<file path="config.mk">
export PLATFORM = sky130hd
export DESIGN_NAME = sorted_list_engine_flat
export DESIGN_NICKNAME = d
export VERILOG_FILES = /design/src/hw/rtl/sle_pkg.sv /design/src/hw/rtl/sle_if.sv /design/src/hw/rtl/sle_ctrl.sv /design/src/hw/rtl/sle_dp.sv /design/src/hw/rtl/sorted_list_engine.sv /design/src/flat_wrapper.sv
export SDC_FILE = /design/constraint.sdc
export NUM_CORES = 2
export LEC_CHECK = 0
export BUFFER_PORTS_ARGS = -buffer_cell sky130_fd_sc_hd__buf_4
export CORE_MARGIN = 10
export CORE_UTILIZATION = 60
export DETAILED_ROUTE_END_ITERATION = 8
export PLACE_DENSITY = 0.77
export RECOVER_POWER = 50
export SYNTH_ARGS = -nofsm -noshare
export SYNTH_HDL_FRONTEND = slang
export SYNTH_SLANG_ARGS = --single-unit
</file>
<file path="constraint.sdc">
create_clock -name clk -period 9.9 [get_ports clk]
set_clock_uncertainty 0.15 [all_clocks]
set_input_delay 2.97 -clock clk [delete_from_list [all_inputs] [get_ports clk]]
set_output_delay 2.97 -clock clk [all_outputs]
set_load 0.02 [all_outputs]
</file>
<file path="src/hw/rtl/sle_pkg.sv">
// Shared constants, codes and control types for the sorted list engine.
// Depends on nothing; every other file of the block refers to it by scoped names.
package sle_pkg;

    localparam int DEPTH = 16;
    localparam int IDX_W = $clog2(DEPTH);
    localparam int CNT_W = $clog2(DEPTH + 1);
    localparam int VAL_W = 32;
    localparam int OP_W  = 2;
    localparam int ST_W  = 2;

    localparam logic [OP_W-1:0] OP_INSERT = 2'd0;
    localparam logic [OP_W-1:0] OP_DELETE = 2'd1;
    localparam logic [OP_W-1:0] OP_PRINT  = 2'd2;

    localparam logic [ST_W-1:0] ST_OK        = 2'd0;
    localparam logic [ST_W-1:0] ST_NOT_FOUND = 2'd1;
    localparam logic [ST_W-1:0] ST_FULL      = 2'd2;
    localparam logic [ST_W-1:0] ST_EMPTY     = 2'd3;

    typedef struct packed {
        logic capture;
        logic execute;
        logic print_next;
    } sle_cmd_t;

    typedef struct packed {
        logic out_free;
        logic is_print;
        logic multi;
        logic step_more;
    } sle_sts_t;

endpackage

</file>
<file path="src/hw/rtl/sle_if.sv">
// Valid/ready channel interfaces for requests and responses of the sorted list engine.
// Depends on sle_pkg for field widths.
interface sle_req_if;
    logic                                valid;
    logic                                ready;
    logic        [sle_pkg::OP_W-1:0]     operation;
    logic signed [sle_pkg::VAL_W-1:0]    value;

    modport source (output valid, output operation, output value, input ready);
    modport sink   (input valid, input operation, input value, output ready);
endinterface

interface sle_rsp_if;
    logic                                valid;
    logic                                ready;
    logic signed [sle_pkg::VAL_W-1:0]    entry;
    logic        [sle_pkg::ST_W-1:0]     status;
    logic                                last;

    modport source (output valid, output entry, output status, output last, input ready);
    modport sink   (input valid, input entry, input status, input last, output ready);
endinterface

</file>
<file path="src/hw/rtl/sle_ctrl.sv">
// Controller state machine of the sorted list engine: sequences accept, execute and print.
// Depends on sle_pkg for the command and status structs.
module sle_ctrl (
    input  logic              clk,
    input  logic              rst_n,
    input  logic              req_valid,
    output logic              req_ready,
    input  sle_pkg::sle_sts_t sts,
    output sle_pkg::sle_cmd_t cmd
);

    typedef enum logic [1:0] {
        S_IDLE,
        S_EXEC,
        S_PRINT
    } state_t;

    state_t state_reg;
    state_t state_next;

    always_comb
    begin
        state_next     = state_reg;
        cmd.capture    = 1'b0;
        cmd.execute    = 1'b0;
        cmd.print_next = 1'b0;
        req_ready      = 1'b0;
        case (state_reg)
            S_IDLE:
            begin
                req_ready = 1'b1;
                if (req_valid)
                begin
                    cmd.capture = 1'b1;
                    state_next  = S_EXEC;
                end
            end
            S_EXEC:
            begin
                if (sts.out_free)
                begin
                    cmd.execute = 1'b1;
                    state_next  = (sts.is_print && sts.multi) ? S_PRINT : S_IDLE;
                end
            end
            S_PRINT:
            begin
                if (sts.out_free)
                begin
                    cmd.print_next = 1'b1;
                    if (!sts.step_more)
                    begin
                        state_next = S_IDLE;
                    end
                end
            end
            default:
            begin
                state_next = S_IDLE;
            end
        endcase
    end

    always_ff @(posedge clk or negedge rst_n)
    begin
        if (!rst_n)
        begin
            state_reg <= S_IDLE;
        end
        else
        begin
            state_reg <= state_next;
        end
    end

`ifndef SYNTHESIS
    a_one_cmd: assert property (@(posedge clk) disable iff (!rst_n)
        $countones({cmd.capture, cmd.execute, cmd.print_next}) <= 1)
        else $error("more than one datapath command at once");

    a_capture_then_exec: assert property (@(posedge clk) disable iff (!rst_n)
        cmd.capture |=> (state_reg == S_EXEC))
        else $error("captured item not followed by execution");

    a_no_accept_busy: assert property (@(posedge clk) disable iff (!rst_n)
        (state_reg == S_PRINT) |-> !req_ready)
        else $error("request accepted during a print");
`endif

endmodule

</file>
<file path="src/hw/rtl/sle_dp.sv">
// Datapath of the sorted list engine: a chain of entry cells that compare and shift in
// parallel, the occupancy counter, the print index and the response register. Uses sle_pkg.
module sle_dp (
    input  logic                                clk,
    input  logic                                rst_n,
    input  sle_pkg::sle_cmd_t                   cmd,
    output sle_pkg::sle_sts_t                   sts,
    input  logic        [sle_pkg::OP_W-1:0]     req_operation,
    input  logic signed [sle_pkg::VAL_W-1:0]    req_value,
    input  logic                                rsp_ready,
    output logic                                rsp_valid,
    output logic signed [sle_pkg::VAL_W-1:0]    rsp_entry,
    output logic        [sle_pkg::ST_W-1:0]     rsp_status,
    output logic                                rsp_last
);

    logic signed [sle_pkg::VAL_W-1:0] entries_reg [sle_pkg::DEPTH];
    logic signed [sle_pkg::VAL_W-1:0] ins_next    [sle_pkg::DEPTH];
    logic signed [sle_pkg::VAL_W-1:0] del_next    [sle_pkg::DEPTH];
    logic        [sle_pkg::OP_W-1:0]  op_reg;
    logic signed [sle_pkg::VAL_W-1:0] val_reg;
    logic        [sle_pkg::CNT_W-1:0] occ_reg;
    logic        [sle_pkg::CNT_W-1:0] occ_next;
    logic        [sle_pkg::IDX_W-1:0] idx_reg;
    logic        [sle_pkg::IDX_W-1:0] idx_next;
    logic                             out_valid_reg;
    logic                             out_valid_next;
    logic signed [sle_pkg::VAL_W-1:0] out_entry_reg;
    logic signed [sle_pkg::VAL_W-1:0] out_entry_next;
    logic        [sle_pkg::ST_W-1:0]  out_status_reg;
    logic        [sle_pkg::ST_W-1:0]  out_status_next;
    logic                             out_last_reg;
    logic                             out_last_next;

    logic [sle_pkg::DEPTH-1:0] lt;
    logic [sle_pkg::DEPTH-1:0] eq;
    logic [sle_pkg::DEPTH-1:0] past_hit;
    logic                      full;
    logic                      found;
    logic                      out_load;
    logic                      do_insert;
    logic                      do_delete;
    logic [sle_pkg::CNT_W-1:0] idx_ext;

    assign full    = (occ_reg == sle_pkg::CNT_W'(sle_pkg::DEPTH));
    assign idx_ext = sle_pkg::CNT_W'(idx_reg);

    always_comb
    begin
        for (int i = 0; i < sle_pkg::DEPTH; i++)
        begin
            lt[i] = (sle_pkg::CNT_W'(i) < occ_reg) && (entries_reg[i] < val_reg);
            eq[i] = (sle_pkg::CNT_W'(i) < occ_reg) && (entries_reg[i] == val_reg);
        end
        past_hit[0] = eq[0];
        for (int i = 1; i < sle_pkg::DEPTH; i++)
        begin
            past_hit[i] = past_hit[i-1] | eq[i];
        end
        found = past_hit[sle_pkg::DEPTH-1];

        ins_next[0] = lt[0] ? entries_reg[0] : val_reg;
        for (int i = 1; i < sle_pkg::DEPTH; i++)
        begin
            if (lt[i])
            begin
                ins_next[i] = entries_reg[i];
            end
            else if (lt[i-1])
            begin
                ins_next[i] = val_reg;
            end
            else
            begin
                ins_next[i] = entries_reg[i-1];
            end
        end

        for (int i = 0; i < sle_pkg::DEPTH - 1; i++)
        begin
            del_next[i] = past_hit[i] ? entries_reg[i+1] : entries_reg[i];
        end
        del_next[sle_pkg::DEPTH-1] = entries_reg[sle_pkg::DEPTH-1];
    end

    assign do_insert = cmd.execute && (op_reg == sle_pkg::OP_INSERT) && !full;
    assign do_delete = cmd.execute && (op_reg == sle_pkg::OP_DELETE) && found;

    always_comb
    begin
        occ_next        = occ_reg;
        idx_next        = idx_reg;
        out_load        = 1'b0;
        out_entry_next  = out_entry_reg;
        out_status_next = out_status_reg;
        out_last_next   = out_last_reg;
        if (cmd.execute)
        begin
            case (op_reg)
                sle_pkg::OP_INSERT:
                begin
                    out_load        = 1'b1;
                    out_entry_next  = val_reg;
                    out_last_next   = 1'b1;
                    out_status_next = full ? sle_pkg::ST_FULL : sle_pkg::ST_OK;
                    if (!full)
                    begin
                        occ_next = occ_reg + 1'b1;
                    end
                end
                sle_pkg::OP_DELETE:
                begin
                    out_load        = 1'b1;
                    out_entry_next  = val_reg;
                    out_last_next   = 1'b1;
                    out_status_next = found ? sle_pkg::ST_OK : sle_pkg::ST_NOT_FOUND;
                    if (found)
                    begin
                        occ_next = occ_reg - 1'b1;
                    end
                end
                sle_pkg::OP_PRINT:
                begin
                    out_load = 1'b1;
                    idx_next = sle_pkg::IDX_W'(1);
                    if (occ_reg == '0)
                    begin
                        out_entry_next  = '0;
                        out_status_next = sle_pkg::ST_EMPTY;
                        out_last_next   = 1'b1;
                    end
                    else
                    begin
                        out_entry_next  = entries_reg[0];
                        out_status_next = sle_pkg::ST_OK;
                        out_last_next   = (occ_reg == sle_pkg::CNT_W'(1));
                    end
                end
                default:
                begin
                    out_load = 1'b0;
                end
            endcase
        end
        else if (cmd.print_next)
        begin
            out_load        = 1'b1;
            out_entry_next  = entries_reg[idx_reg];
            out_status_next = sle_pkg::ST_OK;
            out_last_next   = (idx_ext + 1'b1 == occ_reg);
            idx_next        = idx_reg + 1'b1;
        end
    end

    assign out_valid_next = out_load ? 1'b1 : (rsp_ready ? 1'b0 : out_valid_reg);

    always_ff @(posedge clk or negedge rst_n)
    begin
        if (!rst_n)
        begin
            occ_reg       <= '0;
            idx_reg       <= '0;
            out_valid_reg <= 1'b0;
        end
        else
        begin
            occ_reg       <= occ_next;
            idx_reg       <= idx_next;
            out_valid_reg <= out_valid_next;
        end
    end

    always_ff @(posedge clk)
    begin
        if (cmd.capture)
        begin
            op_reg  <= req_operation;
            val_reg <= req_value;
        end
        out_entry_reg  <= out_entry_next;
        out_status_reg <= out_status_next;
        out_last_reg   <= out_last_next;
        for (int i = 0; i < sle_pkg::DEPTH; i++)
        begin
            if (do_insert)
            begin
                entries_reg[i] <= ins_next[i];
            end
            else if (do_delete)
            begin
                entries_reg[i] <= del_next[i];
            end
        end
    end

    assign sts.out_free  = !out_valid_reg || rsp_ready;
    assign sts.is_print  = (op_reg == sle_pkg::OP_PRINT);
    assign sts.multi     = (occ_reg > sle_pkg::CNT_W'(1));
    assign sts.step_more = (idx_ext + 1'b1 < occ_reg);

    assign rsp_valid  = out_valid_reg;
    assign rsp_entry  = out_entry_reg;
    assign rsp_status = out_status_reg;
    assign rsp_last   = out_last_reg;

`ifndef SYNTHESIS
    logic sorted_ok;

    always_comb
    begin
        sorted_ok = 1'b1;
        for (int i = 0; i < sle_pkg::DEPTH - 1; i++)
        begin
            if ((sle_pkg::CNT_W'(i + 1) < occ_reg) && (entries_reg[i] > entries_reg[i+1]))
            begin
                sorted_ok = 1'b0;
            end
        end
    end

    a_occ_bound: assert property (@(posedge clk) disable iff (!rst_n)
        occ_reg <= sle_pkg::CNT_W'(sle_pkg::DEPTH))
        else $error("occupancy beyond depth");

    a_sorted: assert property (@(posedge clk) disable iff (!rst_n) sorted_ok)
        else $error("stored entries out of ascending order");

    a_print_in_range: assert property (@(posedge clk) disable iff (!rst_n)
        cmd.print_next |-> (idx_ext < occ_reg))
        else $error("print index past occupancy");

    a_insert_grows: assert property (@(posedge clk) disable iff (!rst_n)
        do_insert |=> (occ_reg == $past(occ_reg) + 1'b1))
        else $error("insert did not grow occupancy");
`endif

endmodule

</file>
<file path="src/hw/rtl/sorted_list_engine.sv">
// Top level of the sorted list engine: joins the controller and the cell-chain datapath
// to the request and response channels. Uses sle_pkg, sle_req_if and sle_rsp_if.
//
// The engine keeps up to sle_pkg::DEPTH signed 32-bit values in ascending order and takes
// one request at a time. An insert or a delete is accepted in S_IDLE and executed in
// S_EXEC, where every cell of the chain compares against the operand and shifts in
// parallel; it gives one response. A print gives one response per stored entry (one
// when the store is empty), streaming one response per cycle from the print index into
// the output register unless back-pressure on the response channel stalls it. A response
// may wait in the output register while the next request is taken.
module sorted_list_engine (
    input  logic   clk,
    input  logic   rst_n,
    sle_req_if.sink   req,
    sle_rsp_if.source rsp
);

    sle_pkg::sle_cmd_t cmd;
    sle_pkg::sle_sts_t sts;
    logic              req_ready;

    sle_ctrl u_ctrl (
        .clk       (clk),
        .rst_n     (rst_n),
        .req_valid (req.valid),
        .req_ready (req_ready),
        .sts       (sts),
        .cmd       (cmd)
    );

    sle_dp u_dp (
        .clk           (clk),
        .rst_n         (rst_n),
        .cmd           (cmd),
        .sts           (sts),
        .req_operation (req.operation),
        .req_value     (req.value),
        .rsp_ready     (rsp.ready),
        .rsp_valid     (rsp.valid),
        .rsp_entry     (rsp.entry),
        .rsp_status    (rsp.status),
        .rsp_last      (rsp.last)
    );

    assign req.ready = req_ready;

endmodule
</file>
<file path="src/flat_wrapper.sv">
// flat-port wrapper written by rule: the top's interface ports become plain ports
module sorted_list_engine_flat 
  (clk, rst_n, req_valid, req_operation, req_value, req_ready, rsp_valid, rsp_entry, rsp_status, rsp_last, rsp_ready);
  sle_req_if req_i ();
  sle_rsp_if rsp_i ();
  input  logic clk;
  input  logic rst_n;
  input wire logic [$bits(req_i.valid)-1:0] req_valid;
  input wire logic [$bits(req_i.operation)-1:0] req_operation;
  input wire logic [$bits(req_i.value)-1:0] req_value;
  output wire logic [$bits(req_i.ready)-1:0] req_ready;
  output wire logic [$bits(rsp_i.valid)-1:0] rsp_valid;
  output wire logic [$bits(rsp_i.entry)-1:0] rsp_entry;
  output wire logic [$bits(rsp_i.status)-1:0] rsp_status;
  output wire logic [$bits(rsp_i.last)-1:0] rsp_last;
  input wire logic [$bits(rsp_i.ready)-1:0] rsp_ready;
  assign req_i.valid = req_valid;
  assign req_i.operation = req_operation;
  assign req_i.value = req_value;
  assign req_ready = req_i.ready;
  assign rsp_valid = rsp_i.valid;
  assign rsp_entry = rsp_i.entry;
  assign rsp_status = rsp_i.status;
  assign rsp_last = rsp_i.last;
  assign rsp_i.ready = rsp_ready;
  sorted_list_engine u_core (.clk(clk), .rst_n(rst_n), .req(req_i), .rsp(rsp_i));
endmodule
</file>
# ---- After elaboration in Yosys (flattened, before gate mapping)
# Memory sizes are Yosys's and may differ from the RTL's.
# Cells that the tools add are included.
dict set report word_totals {
  register_bits 81
  ramBits 512
  input_bits 38
  out_inout_bits 37
  elab_cells 268
  memories 1
}
dict set report op_classes {
  add_sub_neg 4
  n_lt_le_gt_ge 34
  eq_ne 32
  muxes 104
  bitwise 31
  n_reduce_logical 53
}
# memory words width read_ports rd_ports_with_merged_regs write_ports line
set memory_table {}
lappend memory_table {u_core.u_dp.entries_reg 16 32 17 0 16 sle_dp.sv:17} ;# logic signed [sle_pkg::VAL_W-1:0] entries_reg [sle_pkg::DEPTH];
# cell count
set ops {}
lappend ops {{two-way mux 32 bit} 65}
lappend ops {{== test 32 bit} 16}
lappend ops {{< comparator 32 bit} 16}
lappend ops {{case mux 32 bit (2 select lines)} 1}
lappend ops {{< comparator 4 x 5 -> 1 bit, first input constant} 8}
lappend ops {{logical AND 1 bit} 37}
lappend ops {{OR 1 bit} 31}
lappend ops {{< comparator 3 x 5 -> 1 bit, first input constant} 4}
lappend ops {{two-way mux 1 bit} 20}
lappend ops {{two-way mux 2 bit} 9}
lappend ops {{two-way mux 4 bit} 3}
lappend ops {{case mux 2 bit (3 select lines)} 2}
lappend ops {{< comparator 1 x 5 -> 1 bit, first input constant} 2}
lappend ops {{< comparator 2 x 5 -> 1 bit, first input constant} 2}
lappend ops {{two-way mux 5 bit} 2}
lappend ops {{case mux 5 bit (2 select lines)} 1}
lappend ops {{inequality test 2 bit, second input constant} 4}
lappend ops {{AND reduction 4 bit} 2}
lappend ops {{inequality test 2 x 1 -> 1 bit, second input constant} 3}
lappend ops {{AND reduction 2 bit} 3}
lappend ops {{nonzero test 2 bit} 3}
lappend ops {{adder 4 x 1 -> 5 bit, second input constant} 1}
lappend ops {{adder 5 x 1 -> 5 bit, second input constant} 1}
lappend ops {{== test 5 x 1 -> 1 bit, second input constant} 1}
lappend ops {{17 further kinds} 21}

# ---- Longest topological paths before layout
# An unclocked memory read counts as a cell.
dict set report depth {
  depth_word 23
  mapped_depth 17
}

# ---- Hierarchy
# From an unflattened synthesis, not the netlist that was laid out.
dict set report unflattened {
  hier_cells 4359
  hier_area_um2 45122.0
}
# module n_inst cells_each area_per_inst_um2
set by_module_without_submodules {}
lappend by_module_without_submodules {sle_dp 1 4344 44994.4}
lappend by_module_without_submodules {sle_ctrl 1 15 127.6}

# ---- Least setup slack after synthesis
# Ideal clock, no wire load.
dict set report synth_path {
  kind {input to register}
  start {input rsp_ready}
  end {memory u_core.u_dp.entries_reg[4][0] in the netlist's numbering (enable)}
  setup_time_ps 466
  arrival_time_ps 6635
  required_ps 9284
  setup_slack_ps 2649
  cell_stages 8
  n_path_buf 3
  cell_sequence {nand2b_1 and2_1 clkbuf_1 nand3_1 or2_2 buf_2 buf_2 o21ai_0}
}
# element line
set synth_rtl {}
lappend synth_rtl {{start, declared} flat_wrapper.sv:16} ;# input wire logic [$bits(rsp_i.ready)-1:0] rsp_ready;
lappend synth_rtl {{end, declared} sle_dp.sv:17}

==> out/results.ini <==
[grt]
antenna_found_initial=3
overflow=0
grt_first_pass_wirelength_um=218000
grt_max_degree=281
grt_pass1_vias=35500
grt.total_usage=0.326

[pwr]
ir_drop_v=0.000197
switching_share=0.427
leakage_nw=18.3
power_frac_clock=0.199
power_mw=13.4
internal-power_mw=7.67
power_frac_comb=0.479
power_switching_mw=5.71
seqPwrFrac=0.321
power_density_mw_per_mm2=276

[yosys]
synth_edf_count=581
yosys.area.top_type=edfxtp_1
ys_warn_count=0
ys_top_cells_by_area=edfxtp_1 38%, ha_1 15%, mux2i_1 8.6%
syn_nets=4887
netlist_area_sq_mm=0.0453
avgSynthCellArea_sq_um=10.5
synth_top_area_frac=0.385
ys.flop_type=edfxtp_1
ys_types=75
yosysSeqAreaShare=0.391
synthArstFlopShare=0.0202
syn-instance-count=4323
synth_commonest_cells=593 x nand2_1, 581 x edfxtp_1, 526 x ha_1
yosys_register_bits=593
synthMostInstantiatedCell=nand2_1

[route]
num_vias=37400
drt_iter0_markers=5185
drtAntennaViolNets=0
viasPerCell=7.10
route.detailed.wl_per_inst_um=27.3
first_pass_iters=6
drc=0
wirelength_um=144000

[clock_network]
cts_buffers=72
clock_latency_ns=0.65
ctsResizeCount=0
cts.path.max_buffers=3
htreeDepth=3
clockRootBuffer=clkbuf_16
cts_setup_buffers=0
cts_tree=yes
hold_buffers=0
path_clk_slew_ns=0.06
clock-sinks=593

[place]
dpl_cell_area_sq_mm=0.0465
place.gp.congestion=0.994
hpwlAfterDp_um=105000
io_buffers=74
dpl.cell_count=5140

[sta]
worst_pin_slew_ns=3.13
rsz0062_at_grt=false
period_needed_ns=8.35
slew_violations=406
setup_violations=0
slew_headroom=-1.10
hold_viol=0
fin_hold_ws_ns=0.458
fmax_ghz=0.120
setup-tns-final_ns=0
min_period_over_period=0.844

[setup_path]
cp.required_ns=9.95
path_depth=11
critical_path.slowest_cell=clkbuf_1
path_cells=inv_1, ha_1, and4_1, nand4_1, or4_1, nor4_1, nor4_1, and3_1, or2_0, o22ai_4, clkbuf_1
cp.arrival_ns=8.40
startpoint_type=flop
crit_type=flop to flop
worst-r2r-cell-count=11
critPathCaptureType=flop
max_stage_delay_ns=1.65
path_buf_inv=2
path_common_cell=nor4_1
crit_family=simple AND/OR/NAND/NOR gates
crit_fanout=35

[die]
die_x_um=295
coreArea_sq_mm=0.0747
initial_core_util=0.607
dieArea_sq_mm=0.0870
ioPinCount=75
die_y_um=295
rows=100

[layout]
fillers=5847
drive_above_1_share=0.0960
finalNonFillerCells=5271
nNetsFinal=4809
fin_area_sq_mm=0.0486
syn_to_final_growth_pct=7.12
largest_register_ffs=512

[min_path]
hp-class=flop to flop
holdPathStages=2

[run_status]
violations=capacitance limit, slew limit
status=finished with violations

[job]
drv_cap=13

[power groups by stage]
stage               combinational (mW)  clock, mW  sequential, mW
floorplan                         4.38          0            4.02
global placement                  6.13          0            4.27
detailed placement                6.34          0            4.29
CTS                               6.36       2.67            4.24
global route                      6.88       2.77            4.35
finish                            6.42       2.67            4.30
[per-stage QoR]
stage / setup slack (ns) / util
final: 1.55 / 0.650
after global routing: 1.51 / 0.650
after CTS: 3.18 / 0.653
after detailed placement: 3.20 / 0.623
after global placement: 3.31 / 0.623
after floorplan: 2.65 / -
[path summary, 6_finish.rpt]
kind | from | to | slack [ns]
worst max-delay path | u_core.u_dp.val_reg[31]$_DFFE_PP_ | u_core.u_dp.entries_reg[6][4]$_DFFE_PP_ | 1.55
worst min-delay path | u_core.u_dp.entries_reg[15][0]$_DFFE_PP_ | u_core.u_dp.entries_reg[14][0]$_DFFE_PP_ | 0.46
worst max register to register | u_core.u_dp.val_reg[31]$_DFFE_PP_ | u_core.u_dp.entries_reg[6][4]$_DFFE_PP_ | 1.55
worst min register to register | u_core.u_dp.entries_reg[15][0]$_DFFE_PP_ | u_core.u_dp.entries_reg[14][0]$_DFFE_PP_ | 0.46
max in group asynchronous | rst_n | u_core.u_dp.idx_reg[1]$_DFFE_PN0P_ | 6.52
min in group asynchronous | rst_n | u_core.u_ctrl.state_reg[1]$_DFFE_PN0P_ | 2.33
[metal layers]
layer	track usage	part of all wire	up-vias
met1	0.445	0.39	18100
met4	0.161	0.052	6
met2	0.480	0.43	2415
li1	-	-	16500
met5	0	0.00035	-
met3	0.0807	0.13	378
[cells in the final DEF (no fill, tap or decap), types with 8 or more instances in the layout]
master,instances
o21ai_1,173
a221oi_1,52
inv_1,79
mux4_2,160
clkinv_1,18
a21o_1,67
a211oi_1,30
a2111oi_0,10
and3_1,12
mux2i_1,388
nand2b_1,11
nor3_1,28
nor2b_1,24
o21bai_1,8
ha_1,525
dfrtp_1,8
o21ai_0,441
and4_1,9
a31oi_1,39
clkbuf_4,32
o21a_1,19
nor4_1,24
buf_4,65
clkbuf_16,75
nand2_1,590
mux2_2,13
clkbuf_1,62
nor2_1,165
edfxtp_1,581
a21oi_1,249
o211ai_1,24
clkinv_2,15
nand3_1,55
nand4_1,102
[worst min-delay path: cells and delay by family (launching register included)]
kind	cells	cell delay, ns
and+or+nand+nor	1	0.06
AOI/OAI and AO/OA	1	0.06
DFF	1	0.38
[layout make-up]
class | count | area (sq um) | area share
clock inverters | 43 | 357 | 0.00734
flip-flops and latches | 593 | 17800 | 0.366
diodes | 1 | 2.50 | 0.0000515
repair buffers | 150 | 976 | 0.0201
well taps | 969 | 1210 | 0.0250
multi-input cells | 3348 | 26100 | 0.536
inverters | 80 | 300 | 0.00618
clock buffers | 87 | 1920 | 0.0396
[kinds of logic (layout without fill, tap and decap cells)]
group / Yosys count / count (layout) / synth area share
AO/OA/AOI/OAI: 1188 / 1188 / 0.152
adder cells (fa/ha/maj): 526 / 526 / 0.145
XOR/XNOR: 9 / 9 / 0.00174
multiplexers: 562 / 562 / 0.169
flip-flops: 593 / 593 / 0.391
other: 0 / 1 / 0
AND/OR/NAND/NOR: 1063 / 1063 / 0.104
buffers and inverters: 382 / 360 / 0.0372
No activity file was read; power rests on OpenSTA's default activity.
